### src/rtl/core/fspm_pkg.sv
// Shared types and codes of the frame slot pool manager.
package fspm_pkg;

	localparam int FRAME_W = 31;
	localparam int CMP_W   = 9;

	localparam logic [2:0] OP_REGISTER  = 3'd0;
	localparam logic [2:0] OP_DUPLICATE = 3'd1;
	localparam logic [2:0] OP_REMOVE    = 3'd2;
	localparam logic [2:0] OP_FIND_RDY  = 3'd3;
	localparam logic [2:0] OP_FIND_CHG  = 3'd4;
	localparam logic [2:0] OP_SET       = 3'd5;
	localparam logic [2:0] OP_LEVEL     = 3'd6;

	localparam logic [2:0] STS_FREE   = 3'd0;
	localparam logic [2:0] STS_EMPTY  = 3'd1;
	localparam logic [2:0] STS_WAIT   = 3'd2;
	localparam logic [2:0] STS_READY  = 3'd3;
	localparam logic [2:0] STS_LOCKED = 3'd4;

	localparam logic [1:0] RES_OK      = 2'd0;
	localparam logic [1:0] RES_NOMATCH = 2'd1;
	localparam logic [1:0] RES_NOFREE  = 2'd2;

	localparam logic [1:0] QRY_FULL   = 2'd0;
	localparam logic [1:0] QRY_READY  = 2'd1;
	localparam logic [1:0] QRY_EMPTY  = 2'd2;
	localparam logic [1:0] QRY_LOCKED = 2'd3;

	typedef struct packed {
		logic [2:0]         op;
		logic [FRAME_W-1:0] frame_id;
		logic [4:0]         slot;
		logic [2:0]         search_sts;
		logic [2:0]         update_sts;
		logic [1:0]         query_kind;
	} in_item_t;

	typedef struct packed {
		logic [1:0]         result_code;
		logic [4:0]         slot_out;
		logic [FRAME_W-1:0] frame_id_out;
		logic               level_flag;
	} out_item_t;

	typedef struct packed {
		logic done;
		logic found;
	} scan_rsp_t;

endpackage

### src/rtl/core/fspm_stream_if.sv
// Valid/ready channel carrying one payload item.
interface fspm_stream_if #(parameter type payload_t = logic);
	logic     valid;
	logic     ready;
	payload_t data;

	modport source (output valid, output data, input ready);
	modport sink (input valid, input data, output ready);
endinterface

### src/rtl/core/fspm_ram.sv
// Generic single-write, single-read RAM with registered read data.
module fspm_ram #(
	parameter int WIDTH = 8,
	parameter int DEPTH = 32
) (
	input  logic                     clk,
	input  logic                     we,
	input  logic [$clog2(DEPTH)-1:0] waddr,
	input  logic [WIDTH-1:0]         wdata,
	input  logic [$clog2(DEPTH)-1:0] raddr,
	output logic [WIDTH-1:0]         rdata
);
	logic [WIDTH-1:0] mem [DEPTH];

	always_ff @(posedge clk) begin
		if (we) begin
			mem[waddr] <= wdata;
		end
		rdata <= mem[raddr];
	end
endmodule

### src/rtl/core/fspm_alloc_scan.sv
// Round-robin search for a free slot, one slot per cycle.
module fspm_alloc_scan #(
	parameter int NUM_SLOTS = 32
) (
	input  logic                         clk,
	input  logic                         arst_n,
	input  logic                         start,
	input  logic [fspm_pkg::CMP_W-1:0]   pool_eff,
	input  logic [$clog2(NUM_SLOTS)-1:0] cursor,
	input  logic [NUM_SLOTS-1:0]         linked,
	output fspm_pkg::scan_rsp_t          rsp,
	output logic [$clog2(NUM_SLOTS)-1:0] idx,
	output logic [$clog2(NUM_SLOTS)-1:0] next_cursor
);
	import fspm_pkg::*;

	localparam int IW = $clog2(NUM_SLOTS);

	logic              busy_q;
	logic [IW-1:0]     idx_q;
	logic [IW-1:0]     start_q;
	logic [CMP_W-1:0]  cnt_q;
	logic [CMP_W-1:0]  idx_inc;
	logic [IW-1:0]     idx_wrap;
	logic [IW-1:0]     start_idx;

	assign start_idx = (CMP_W'(cursor) < pool_eff) ? cursor : '0;
	assign idx_inc   = CMP_W'(idx_q) + CMP_W'(1);
	assign idx_wrap  = (idx_inc == pool_eff) ? '0 : IW'(idx_inc);

	always_comb begin
		rsp.done    = 1'b0;
		rsp.found   = 1'b0;
		next_cursor = start_q;
		if (busy_q) begin
			if (!linked[idx_q]) begin
				rsp.done    = 1'b1;
				rsp.found   = 1'b1;
				next_cursor = idx_wrap;
			end else if (cnt_q + CMP_W'(1) == pool_eff) begin
				rsp.done = 1'b1;
			end
		end
	end

	assign idx = idx_q;

	always_ff @(posedge clk or negedge arst_n) begin
		if (!arst_n) begin
			busy_q  <= 1'b0;
			idx_q   <= '0;
			start_q <= '0;
			cnt_q   <= '0;
		end else if (start) begin
			busy_q  <= 1'b1;
			idx_q   <= start_idx;
			start_q <= start_idx;
			cnt_q   <= '0;
		end else if (busy_q) begin
			if (rsp.done) begin
				busy_q <= 1'b0;
			end else begin
				idx_q <= idx_wrap;
				cnt_q <= cnt_q + CMP_W'(1);
			end
		end
	end
endmodule

### src/rtl/core/frame_slot_pool_manager.sv
// Top level of the frame slot pool manager: sequencer around the slot RAM.
//
// Channels: in_ch takes one command item (op, frame_id, slot, search_sts,
// update_sts, query_kind); out_ch gives exactly one result item for each
// command; cfg_ch writes pool_size and is always ready. An item is moved
// when valid and ready are both high at a rising clock edge.
// One command is worked on at a time; in_ch is ready only while the
// sequencer is idle. Per-slot status, frame number and links live in one
// RAM with registered read data, so every list step is a read followed by
// a write. A list walk reads one slot after another from the head, and
// find-and-change follows a match with the status write or removal.
// The free-slot scan visits one slot per cycle, up to the pool size.
// A finished result waits in the output register while out_ch stalls; the
// next command is taken meanwhile, but its result is held back until the
// register is free.
// Reset empties the pool: all slots free, list empty, cursor and counters
// zero, pool_size 32. No clearing pass is needed.
module frame_slot_pool_manager #(
	parameter int NUM_SLOTS = 32
) (
	input logic          clk,
	input logic          arst_n,
	fspm_stream_if.sink   in_ch,
	fspm_stream_if.source out_ch,
	fspm_stream_if.sink   cfg_ch
);
	import fspm_pkg::*;

	localparam int IW = $clog2(NUM_SLOTS);
	localparam int LW = $clog2(NUM_SLOTS + 1);
	localparam int EW = 3 + FRAME_W + 2 * LW;
	localparam logic [LW-1:0] NIL = LW'(NUM_SLOTS);

	localparam logic [4:0] S_IDLE = 5'd0;
	localparam logic [4:0] S_SCAN = 5'd1;
	localparam logic [4:0] S_RG0  = 5'd2;
	localparam logic [4:0] S_RG1  = 5'd3;
	localparam logic [4:0] S_RG2  = 5'd4;
	localparam logic [4:0] S_DP0  = 5'd5;
	localparam logic [4:0] S_DP1  = 5'd6;
	localparam logic [4:0] S_DP2  = 5'd7;
	localparam logic [4:0] S_DP3  = 5'd8;
	localparam logic [4:0] S_DP4  = 5'd9;
	localparam logic [4:0] S_WALK = 5'd10;
	localparam logic [4:0] S_SET  = 5'd11;
	localparam logic [4:0] S_DR0  = 5'd12;
	localparam logic [4:0] S_DR1  = 5'd13;
	localparam logic [4:0] S_DR2  = 5'd14;
	localparam logic [4:0] S_DR3  = 5'd15;
	localparam logic [4:0] S_DR4  = 5'd16;
	localparam logic [4:0] S_OUT  = 5'd17;

	logic [4:0]         state_q;
	in_item_t           item_q;
	in_item_t           in_item;
	logic [5:0]         pool_q;
	logic [NUM_SLOTS-1:0] linked_q;
	logic [LW-1:0]      head_q, tail_q;
	logic [IW-1:0]      cursor_q;
	logic [LW-1:0]      fill_q, ready_q, locked_q;
	logic [IW-1:0]      tgt_q, new_q, cur_q;
	logic [LW-1:0]      steps_q;
	logic [LW-1:0]      pv_q, nx_q;
	logic [FRAME_W-1:0] frame_q;
	logic [2:0]         newst_q;
	out_item_t          res_q, out_q;
	logic               out_valid_q;

	logic               ram_we;
	logic [IW-1:0]      ram_waddr, ram_raddr;
	logic [EW-1:0]      ram_wdata, ram_rdata;
	logic [2:0]         rd_st;
	logic [FRAME_W-1:0] rd_fr;
	logic [LW-1:0]      rd_nx, rd_pv;

	logic [CMP_W-1:0]   pool_eff;
	logic [CMP_W-1:0]   in_slot_ext;
	logic [IW-1:0]      in_idx;
	logic               in_linked;
	logic               accept;
	logic               scan_start;
	scan_rsp_t          scan_rsp;
	logic [IW-1:0]      scan_idx, scan_cursor;
	logic               drop_r, drop_l, add_r, add_l;
	logic               level;

	assign in_item = in_ch.data;
	assign accept  = in_ch.valid && in_ch.ready;
	assign in_ch.ready  = (state_q == S_IDLE);
	assign cfg_ch.ready = 1'b1;
	assign out_ch.valid = out_valid_q;
	assign out_ch.data  = out_q;

	assign rd_st = ram_rdata[EW-1 -: 3];
	assign rd_fr = ram_rdata[EW-4 -: FRAME_W];
	assign rd_nx = ram_rdata[2*LW-1 -: LW];
	assign rd_pv = ram_rdata[LW-1:0];

	// A pool size of zero acts as one; a size beyond the slot count is clipped.
	assign pool_eff = (pool_q == 6'd0) ? CMP_W'(1) :
		((CMP_W'(pool_q) > CMP_W'(NUM_SLOTS)) ? CMP_W'(NUM_SLOTS) : CMP_W'(pool_q));

	assign in_slot_ext = CMP_W'(in_item.slot);
	assign in_idx      = IW'(in_slot_ext);
	assign in_linked   = (in_slot_ext < CMP_W'(NUM_SLOTS)) && linked_q[in_idx];

	assign scan_start = accept && ((in_item.op == OP_REGISTER) ||
		((in_item.op == OP_DUPLICATE) && in_linked));

	assign drop_r = (rd_st == STS_READY) && (ready_q != '0);
	assign drop_l = (rd_st == STS_LOCKED) && (locked_q != '0);
	assign add_r  = (newst_q == STS_READY);
	assign add_l  = (newst_q == STS_LOCKED);

	always_comb begin
		case (in_item.query_kind)
			QRY_FULL:   level = (CMP_W'(fill_q) + CMP_W'(1)) >= pool_eff;
			QRY_READY:  level = (ready_q != '0);
			QRY_EMPTY:  level = (fill_q == '0);
			QRY_LOCKED: level = (locked_q != '0);
			default:    level = 1'b0;
		endcase
	end

	// RAM port control: reads are issued one state ahead of their use.
	always_comb begin
		ram_we    = 1'b0;
		ram_waddr = tgt_q;
		ram_wdata = '0;
		ram_raddr = tgt_q;
		case (state_q)
			S_IDLE: begin
				ram_raddr = ((in_item.op == OP_FIND_RDY) || (in_item.op == OP_FIND_CHG)) ?
					IW'(head_q) : in_idx;
			end
			S_RG0: ram_raddr = IW'(tail_q);
			S_RG1: begin
				ram_we    = 1'b1;
				ram_waddr = IW'(tail_q);
				ram_wdata = {rd_st, rd_fr, LW'(new_q), rd_pv};
			end
			S_RG2: begin
				ram_we    = 1'b1;
				ram_waddr = new_q;
				ram_wdata = {STS_EMPTY, item_q.frame_id, NIL, tail_q};
			end
			S_DP0: ram_raddr = tgt_q;
			S_DP1: begin
				ram_we    = 1'b1;
				ram_waddr = tgt_q;
				ram_wdata = {rd_st, rd_fr, LW'(new_q), rd_pv};
			end
			S_DP2: ram_raddr = IW'(nx_q);
			S_DP3: begin
				ram_we    = 1'b1;
				ram_waddr = IW'(nx_q);
				ram_wdata = {rd_st, rd_fr, rd_nx, LW'(new_q)};
			end
			S_DP4: begin
				ram_we    = 1'b1;
				ram_waddr = new_q;
				ram_wdata = {STS_WAIT, frame_q, nx_q, LW'(tgt_q)};
			end
			S_WALK: begin
				// A match re-reads the slot for the status update; otherwise follow the link.
				if ((item_q.op == OP_FIND_CHG) && (rd_st == item_q.search_sts)) begin
					ram_raddr = cur_q;
				end else begin
					ram_raddr = IW'(rd_nx);
				end
			end
			S_SET: begin
				ram_we    = (newst_q != STS_FREE);
				ram_waddr = tgt_q;
				ram_wdata = {newst_q, rd_fr, rd_nx, rd_pv};
			end
			S_DR0: ram_raddr = IW'(pv_q);
			S_DR1: begin
				ram_we    = 1'b1;
				ram_waddr = IW'(pv_q);
				ram_wdata = {rd_st, rd_fr, nx_q, rd_pv};
			end
			S_DR2: ram_raddr = IW'(nx_q);
			S_DR3: begin
				ram_we    = 1'b1;
				ram_waddr = IW'(nx_q);
				ram_wdata = {rd_st, rd_fr, rd_nx, pv_q};
			end
			default: ;
		endcase
	end

	fspm_ram #(
		.WIDTH (EW),
		.DEPTH (NUM_SLOTS)
	) u_slot_ram (
		.clk   (clk),
		.we    (ram_we),
		.waddr (ram_waddr),
		.wdata (ram_wdata),
		.raddr (ram_raddr),
		.rdata (ram_rdata)
	);

	fspm_alloc_scan #(
		.NUM_SLOTS (NUM_SLOTS)
	) u_alloc_scan (
		.clk         (clk),
		.arst_n      (arst_n),
		.start       (scan_start),
		.pool_eff    (pool_eff),
		.cursor      (cursor_q),
		.linked      (linked_q),
		.rsp         (scan_rsp),
		.idx         (scan_idx),
		.next_cursor (scan_cursor)
	);

	always_ff @(posedge clk or negedge arst_n) begin
		if (!arst_n) begin
			pool_q <= 6'd32;
		end else if (cfg_ch.valid && cfg_ch.ready) begin
			pool_q <= cfg_ch.data;
		end
	end

	always_ff @(posedge clk or negedge arst_n) begin
		if (!arst_n) begin
			out_valid_q <= 1'b0;
		end else if ((state_q == S_OUT) && (!out_valid_q || out_ch.ready)) begin
			out_valid_q <= 1'b1;
		end else if (out_ch.ready) begin
			out_valid_q <= 1'b0;
		end
	end

	always_ff @(posedge clk) begin
		if ((state_q == S_OUT) && (!out_valid_q || out_ch.ready)) begin
			out_q <= res_q;
		end
	end

	always_ff @(posedge clk or negedge arst_n) begin
		if (!arst_n) begin
			state_q  <= S_IDLE;
			linked_q <= '0;
			head_q   <= NIL;
			tail_q   <= NIL;
			cursor_q <= '0;
			fill_q   <= '0;
			ready_q  <= '0;
			locked_q <= '0;
			item_q   <= '0;
			res_q    <= '0;
			tgt_q    <= '0;
			new_q    <= '0;
			cur_q    <= '0;
			steps_q  <= '0;
			pv_q     <= '0;
			nx_q     <= '0;
			frame_q  <= '0;
			newst_q  <= '0;
		end else begin
			case (state_q)
				S_IDLE: begin
					if (accept) begin
						item_q <= in_item;
						res_q  <= '{
							result_code: (in_item.op == OP_LEVEL) ? RES_OK : RES_NOMATCH,
							slot_out: '0, frame_id_out: '0,
							level_flag: (in_item.op == OP_LEVEL) && level};
						tgt_q   <= in_idx;
						newst_q <= (in_item.op == OP_REMOVE) ? STS_FREE : in_item.update_sts;
						cur_q   <= IW'(head_q);
						steps_q <= '0;
						case (in_item.op)
							OP_REGISTER:  state_q <= S_SCAN;
							OP_DUPLICATE: state_q <= in_linked ? S_SCAN : S_OUT;
							OP_REMOVE, OP_SET: state_q <= in_linked ? S_SET : S_OUT;
							OP_FIND_RDY, OP_FIND_CHG: begin
								state_q <= (head_q != NIL) ? S_WALK : S_OUT;
							end
							default: state_q <= S_OUT;
						endcase
					end
				end
				S_SCAN: begin
					if (scan_rsp.done) begin
						cursor_q <= scan_cursor;
						new_q    <= scan_idx;
						if (!scan_rsp.found) begin
							res_q.result_code <= RES_NOFREE;
							state_q <= S_OUT;
						end else if (item_q.op == OP_REGISTER) begin
							state_q <= S_RG0;
						end else begin
							state_q <= S_DP0;
						end
					end
				end
				S_RG0: state_q <= (tail_q != NIL) ? S_RG1 : S_RG2;
				S_RG1: state_q <= S_RG2;
				S_RG2: begin
					linked_q[new_q] <= 1'b1;
					if (tail_q == NIL) head_q <= LW'(new_q);
					tail_q <= LW'(new_q);
					fill_q <= fill_q + LW'(1);
					res_q  <= '{result_code: RES_OK, slot_out: 5'(new_q),
						frame_id_out: item_q.frame_id, level_flag: 1'b0};
					state_q <= S_OUT;
				end
				S_DP0: state_q <= S_DP1;
				S_DP1: begin
					frame_q <= rd_fr;
					nx_q    <= rd_nx;
					state_q <= S_DP2;
				end
				S_DP2: state_q <= (nx_q != NIL) ? S_DP3 : S_DP4;
				S_DP3: state_q <= S_DP4;
				S_DP4: begin
					linked_q[new_q] <= 1'b1;
					if (nx_q == NIL) tail_q <= LW'(new_q);
					fill_q <= fill_q + LW'(1);
					res_q  <= '{result_code: RES_OK, slot_out: 5'(new_q),
						frame_id_out: frame_q, level_flag: 1'b0};
					state_q <= S_OUT;
				end
				S_WALK: begin
					if (item_q.op == OP_FIND_RDY && rd_st == STS_LOCKED) begin
						state_q <= S_OUT;
					end else if (item_q.op == OP_FIND_RDY && rd_st == STS_READY) begin
						res_q.result_code  <= RES_OK;
						res_q.slot_out     <= 5'(cur_q);
						res_q.frame_id_out <= rd_fr;
						state_q <= S_OUT;
					end else if (item_q.op == OP_FIND_CHG && rd_st == item_q.search_sts) begin
						tgt_q   <= cur_q;
						state_q <= S_SET;
					end else if ((rd_nx == NIL) || (steps_q + LW'(1) == NIL)) begin
						state_q <= S_OUT;
					end else begin
						cur_q   <= IW'(rd_nx);
						steps_q <= steps_q + LW'(1);
					end
				end
				S_SET: begin
					pv_q <= rd_pv;
					nx_q <= rd_nx;
					res_q.result_code  <= RES_OK;
					res_q.slot_out     <= 5'(tgt_q);
					res_q.frame_id_out <= rd_fr;
					if (newst_q == STS_FREE) begin
						ready_q  <= ready_q - LW'(drop_r);
						locked_q <= locked_q - LW'(drop_l);
						state_q  <= S_DR0;
					end else begin
						ready_q  <= ready_q - LW'(drop_r) + LW'(add_r);
						locked_q <= locked_q - LW'(drop_l) + LW'(add_l);
						state_q  <= S_OUT;
					end
				end
				S_DR0: state_q <= (pv_q != NIL) ? S_DR1 : S_DR2;
				S_DR1: state_q <= S_DR2;
				S_DR2: state_q <= (nx_q != NIL) ? S_DR3 : S_DR4;
				S_DR3: state_q <= S_DR4;
				S_DR4: begin
					linked_q[tgt_q] <= 1'b0;
					if (tail_q == LW'(tgt_q)) tail_q <= pv_q;
					if (head_q == LW'(tgt_q)) head_q <= nx_q;
					if (fill_q != '0) fill_q <= fill_q - LW'(1);
					state_q <= S_OUT;
				end
				S_OUT: begin
					if (!out_valid_q || out_ch.ready) state_q <= S_IDLE;
				end
				default: state_q <= S_IDLE;
			endcase
		end
	end

	// The fill count tracks the number of linked slots exactly.
	a_fill_matches_linked: assert property (@(posedge clk) disable iff (!arst_n)
		$countones(linked_q) == int'(fill_q))
		else $error("fill count differs from number of linked slots");

	// The list is either empty at both ends or at neither.
	a_head_tail_nil: assert property (@(posedge clk) disable iff (!arst_n)
		(head_q == NIL) == (tail_q == NIL))
		else $error("head and tail disagree on an empty list");

	// A newly registered slot must have been free when the scan picked it.
	a_alloc_free: assert property (@(posedge clk) disable iff (!arst_n)
		(state_q == S_RG2 || state_q == S_DP4) |-> !linked_q[new_q])
		else $error("allocated slot already linked");

	// A taken command always moves the sequencer out of idle.
	a_accept_idle: assert property (@(posedge clk) disable iff (!arst_n)
		accept |=> (state_q != S_IDLE))
		else $error("sequencer stayed idle after taking an item");
endmodule
### src/flat_wrapper.sv
// flat-port wrapper written by rule: the top's interface ports become plain ports
module frame_slot_pool_manager_flat import fspm_pkg::*;
#(
	parameter int NUM_SLOTS = 32
)
  (clk, arst_n, in_ch_valid, in_ch_data, in_ch_ready, out_ch_valid, out_ch_data, out_ch_ready, cfg_ch_valid, cfg_ch_data, cfg_ch_ready);
  fspm_stream_if in_ch_i ();
  fspm_stream_if out_ch_i ();
  fspm_stream_if cfg_ch_i ();
  input logic clk;
  input logic arst_n;
  input wire logic [$bits(in_ch_i.valid)-1:0] in_ch_valid;
  input wire logic [$bits(in_ch_i.data)-1:0] in_ch_data;
  output wire logic [$bits(in_ch_i.ready)-1:0] in_ch_ready;
  output wire logic [$bits(out_ch_i.valid)-1:0] out_ch_valid;
  output wire logic [$bits(out_ch_i.data)-1:0] out_ch_data;
  input wire logic [$bits(out_ch_i.ready)-1:0] out_ch_ready;
  input wire logic [$bits(cfg_ch_i.valid)-1:0] cfg_ch_valid;
  input wire logic [$bits(cfg_ch_i.data)-1:0] cfg_ch_data;
  output wire logic [$bits(cfg_ch_i.ready)-1:0] cfg_ch_ready;
  assign in_ch_i.valid = in_ch_valid;
  assign in_ch_i.data = in_ch_data;
  assign in_ch_ready = in_ch_i.ready;
  assign out_ch_valid = out_ch_i.valid;
  assign out_ch_data = out_ch_i.data;
  assign out_ch_i.ready = out_ch_ready;
  assign cfg_ch_i.valid = cfg_ch_valid;
  assign cfg_ch_i.data = cfg_ch_data;
  assign cfg_ch_ready = cfg_ch_i.ready;
  frame_slot_pool_manager #(.NUM_SLOTS(NUM_SLOTS)) u_core (.clk(clk), .arst_n(arst_n), .in_ch(in_ch_i), .out_ch(out_ch_i), .cfg_ch(cfg_ch_i));
endmodule
### config.mk
export PLATFORM = sky130hd
export DESIGN_NAME = frame_slot_pool_manager_flat
export DESIGN_NICKNAME = d
export VERILOG_FILES = /design/src/rtl/core/fspm_pkg.sv /design/src/rtl/core/fspm_stream_if.sv /design/src/rtl/core/fspm_ram.sv /design/src/rtl/core/fspm_alloc_scan.sv /design/src/rtl/core/frame_slot_pool_manager.sv /design/src/flat_wrapper.sv
export SDC_FILE = /design/constraint.sdc
export NUM_CORES = 1
export LEC_CHECK = 0
export BUFFER_PORTS_ARGS = -buffer_cell sky130_fd_sc_hd__buf_2
export CORE_ASPECT_RATIO = 0.5
export CORE_UTILIZATION = 60
export CTS_CLUSTER_SIZE = 10
export DETAILED_ROUTE_END_ITERATION = 8
export GPL_TIMING_DRIVEN = 0
export HOLD_SLACK_MARGIN = 0.05
export PLACE_DENSITY = 0.76
export SLEW_MARGIN = 20
export SYNTH_ARGS = -nofsm -noshare
export SYNTH_HDL_FRONTEND = slang
export SYNTH_SLANG_ARGS = --single-unit
### constraint.sdc
create_clock -name clk -period 9.45 [get_ports clk]
set_clock_uncertainty 0.15 [all_clocks]
set_input_delay 1.4175 -clock clk [delete_from_list [all_inputs] [get_ports clk]]
set_output_delay 1.4175 -clock clk [all_outputs]
set_load 0.01 [all_outputs]
==> results_dict.tcl <==
set metrics [dict create \
    status "finished, final reports clean" \
    holdBufCountCts 0 \
    dp_cells 1798 \
    flow.area_growth_from_synthesis_pct 10.8 \
    power.static_leakage_nw 8.51 \
    timing.critical_path.cells "buf_1, nand3b_1, nor2_1, a22o_1, a221o_1, nor3_1, nand3_1, nor2_1" \
    gp_congestion 0.935 \
    post_cts_resize_count 0 \
    critical_path.slowest_cell "nor2_1" \
    antenna_found_initial 1 \
    detail_route.iter0.violations 1528 \
    postSynthRegisterBits 489 \
    cts_sinks 489 \
    core_mm2 0.0338 \
    clkSlewWorstSetupHoldPaths_ps 60 \
    fp.dieArea_mm2 0.0358 \
    clock.fmax_mhz 234 \
    crit_path_start_kind "register" \
    drv_cap 0 \
    timing.slew.headroom_pct 25.1 \
    cts-buffers-inserted 55 \
    post_layout_nonfiller_instances 1875 \
    detailed_place.area_mm2 0.0217 \
    max-vdd-ir-drop_mv 0.129 \
    clockRootBuffer "clkbuf_16" \
    cp-end-kind "register" \
    yosysTopAreaCellShare_pct 54.9 \
    routed_wirelength_mm 50.6 \
    critPathKind "reg2reg" \
    nNetsFinal 1400 \
    postRouteAntennaNets 0 \
    crit_fanout 12 \
    worst_slew_pin_slew_ps 1120 \
    dr_total_vias 12500 \
    design.portCount 11 \
    finalCriticalPeriod_ps 4270 \
    grt.total_usage_pct 29.0 \
    powerDensity_mw_per_mm2 237 \
    signal_arrival_time_at_the_worst_endpoint_ps 4320 \
    largest_net_degree_at_the_start_of_global_routing 62 \
    synthesis.instances 1325 \
    cts_buffer_depth 3 \
    unique_masters_post_synth 88 \
    via_to_cell_ratio 6.65 \
    post_synthesis_sequential_area_ratio_pct 67.2 \
    synth_flop_cell "edfxtp_1" \
    io_buffer_count 6 \
    timing.critical_path.buf_inv 1 \
    post_cts.repair.setup_buffers 0 \
    final-max-slew-violation-count 0 \
    timing.critical_path.slowest_cell_delay_ps 1040 \
    synth_largest_area_cell "edfxtp_1" \
    grt_pass1_wl_mm 76.4 \
    syn-cell-area_mm2 0.0210 \
    synth.top_cells.by_area "edfxtp_1, dfrtp_1, mux2i_1, mux2_2, mux4_2" \
    tritoncts "yes" \
    cts.htree.levels 2 \
    gate_family_responsible_for_the_most_delay_along_the_worst_path "simple AND/OR/NAND/NOR gates" \
    avg_inst_size_synth_um2 15.8 \
    synth_warnings 0 \
    post_route_cells_drive_above_1_share_pct 20.6 \
    die_y_um 134 \
    cpMostUsedCell "nor2_1" \
    layout.cell_area.non_filler_mm2 0.0233 \
    insertedDiodeCount 0 \
    worstHoldPathType "reg2reg" \
    fin_util_pct 68.9 \
    initial_utilization_pct 62.2 \
    detailedPlacementHpwl_mm 32.5 \
    number_of_enable_flip_flop_cells_after_synthesis 384 \
    drtPass1Iterations 6 \
    syn-num-nets 1335 \
    globalRoute.totalOverflow 0 \
    timing.final.crit_share_pct 45.2 \
    finalSetupViolations 0 \
    fin_setup_tns_ps 0 \
    die_width_um 267 \
    wl_per_cell_um 27.0 \
    route.detailed.drc 0 \
    finalHoldViolCount 0 \
    fp-row-count 47 \
    grt_pass1_vias 12500 \
    clock_insertion_delay_worst_skew_ps 600 \
    asyncSetResetFlopFracSynth_pct 19.0 \
    design_power_total_mw 5.50 \
    timing.critical_path.required_ps 9500 \
    setup_repair_after_global_routing_missed_its_margin "no" \
]
[cell usage in the layout, fill, tap and decap left out, types with 16 or more instances in the layout]
cell type	Yosys	routed
o21bai_1	16	16
a21oi_1	30	30
mux2i_1	109	109
mux4_2	27	27
nand3_1	32	32
nand2_1	57	56
mux2_2	74	74
buf_2	18	23
dfrtp_1	91	91
a22oi_1	16	16
nor2_1	76	54
o22ai_1	34	34
buf_4	18	19
edfxtp_1	384	384
o21ai_0	19	19
nor2_2	0	22
clkbuf_16	0	56
clkbuf_1	25	42
[per-layer routing]
layer  GRT usage (%)  vias to the layer above  part of all wire [%]
met5               0                        -                 0.014
met4            7.60                        2                   2.4
met3            7.60                       97                    11
met2            45.3                      710                    46
met1            40.8                     6295                    41
li1                -                     5364                     -
[cell families (layout without fill, tap and decap cells)]
group | count (synthesis) | in the layout | synth area share (%)
fa+ha+maj | 3 | 3 | 0.179
compound gates | 232 | 232 | 8.46
other cells | 2 | 2 | 0.0358
buf+inv | 89 | 174 | 2.68
mux | 227 | 227 | 14.0
flops | 489 | 489 | 67.2
simple gates | 272 | 272 | 6.97
xor+xnor | 11 | 11 | 0.459
[cells in the mapped netlist (14+ instances only)]
library cell	number
buf_6	14
nand3_1	32
nand2_1	57
a21oi_1	30
edfxtp_1	384
o22ai_1	34
clkbuf_1	25
o21ai_0	19
buf_4	18
nor2_1	76
mux2i_1	109
mux2_2	74
dfrtp_1	91
buf_2	18
o21bai_1	16
mux4_2	27
a22oi_1	16
mux4_1	15
[through the flow]
| stage | setup WS [ps] | hold WS, ps |
|---|---|---|
| 3_3_place_gp | 4700 | 283 |
| 4_1_cts | 5200 | 303 |
| 5_1_grt | 4940 | 319 |
| 6_report | 5180 | 303 |
| 2_1_floorplan | 6280 | 271 |
| 3_5_place_dp | 5190 | 290 |
[where the power goes]
part	internal (mW)	leakage (nW)	switching [mW]
clock network	1.07	0.740	0.818
registers	2.55	5.14	0.104
logic	0.311	2.63	0.650
[final timing paths]
path,start,slack [ps],depth (start not counted),endpoint
worst max-delay path,u_core.state_q[1],5180,8,u_core.u_slot_ram.mem[20][9]
worst max register to register,u_core.state_q[1],5180,8,u_core.u_slot_ram.mem[20][9]
min in group asynchronous,arst_n,630,1,u_core.u_alloc_scan.cnt_q[5]
worst min register to register,u_core.linked_q[1],300,1,u_core.linked_q[1]
worst min-delay path,u_core.linked_q[1],300,1,u_core.linked_q[1]
max in group asynchronous,arst_n,7840,2,u_core.pool_q[5]
[layout make-up]
type	count	area, um2
Buffer	79	524
Clock buffer	73	1470
Clock inverter	4	63.8
Fill cell	2250	10500
Inverter	10	37.5
Multi-Input combinational cell	747	6410
Sequential cell	489	14100
Tap cell	465	582
Timing Repair Buffer	8	71.3
[state kept, by name (all words and copies together), names as in the netlist]
signal	flops
u_core.u_alloc_scan.idx	5
u_core.u_alloc_scan.cnt_q	9
u_core.u_alloc_scan.busy_q	1
u_core.pv_q	6
u_core.steps_q	6
u_core.u_slot_ram.mem	384
u_core.pool_q	1
u_core.cursor_q	5
u_core.u_alloc_scan.start_q	5
u_core.tail_q	6
u_core.new_q	5
u_core.nx_q	6
u_core.state_q	5
u_core.u_slot_ram.rdata	12
u_core.linked_q	32
u_core.out_ch.valid	1
Power figures use the tool's default switching activity.
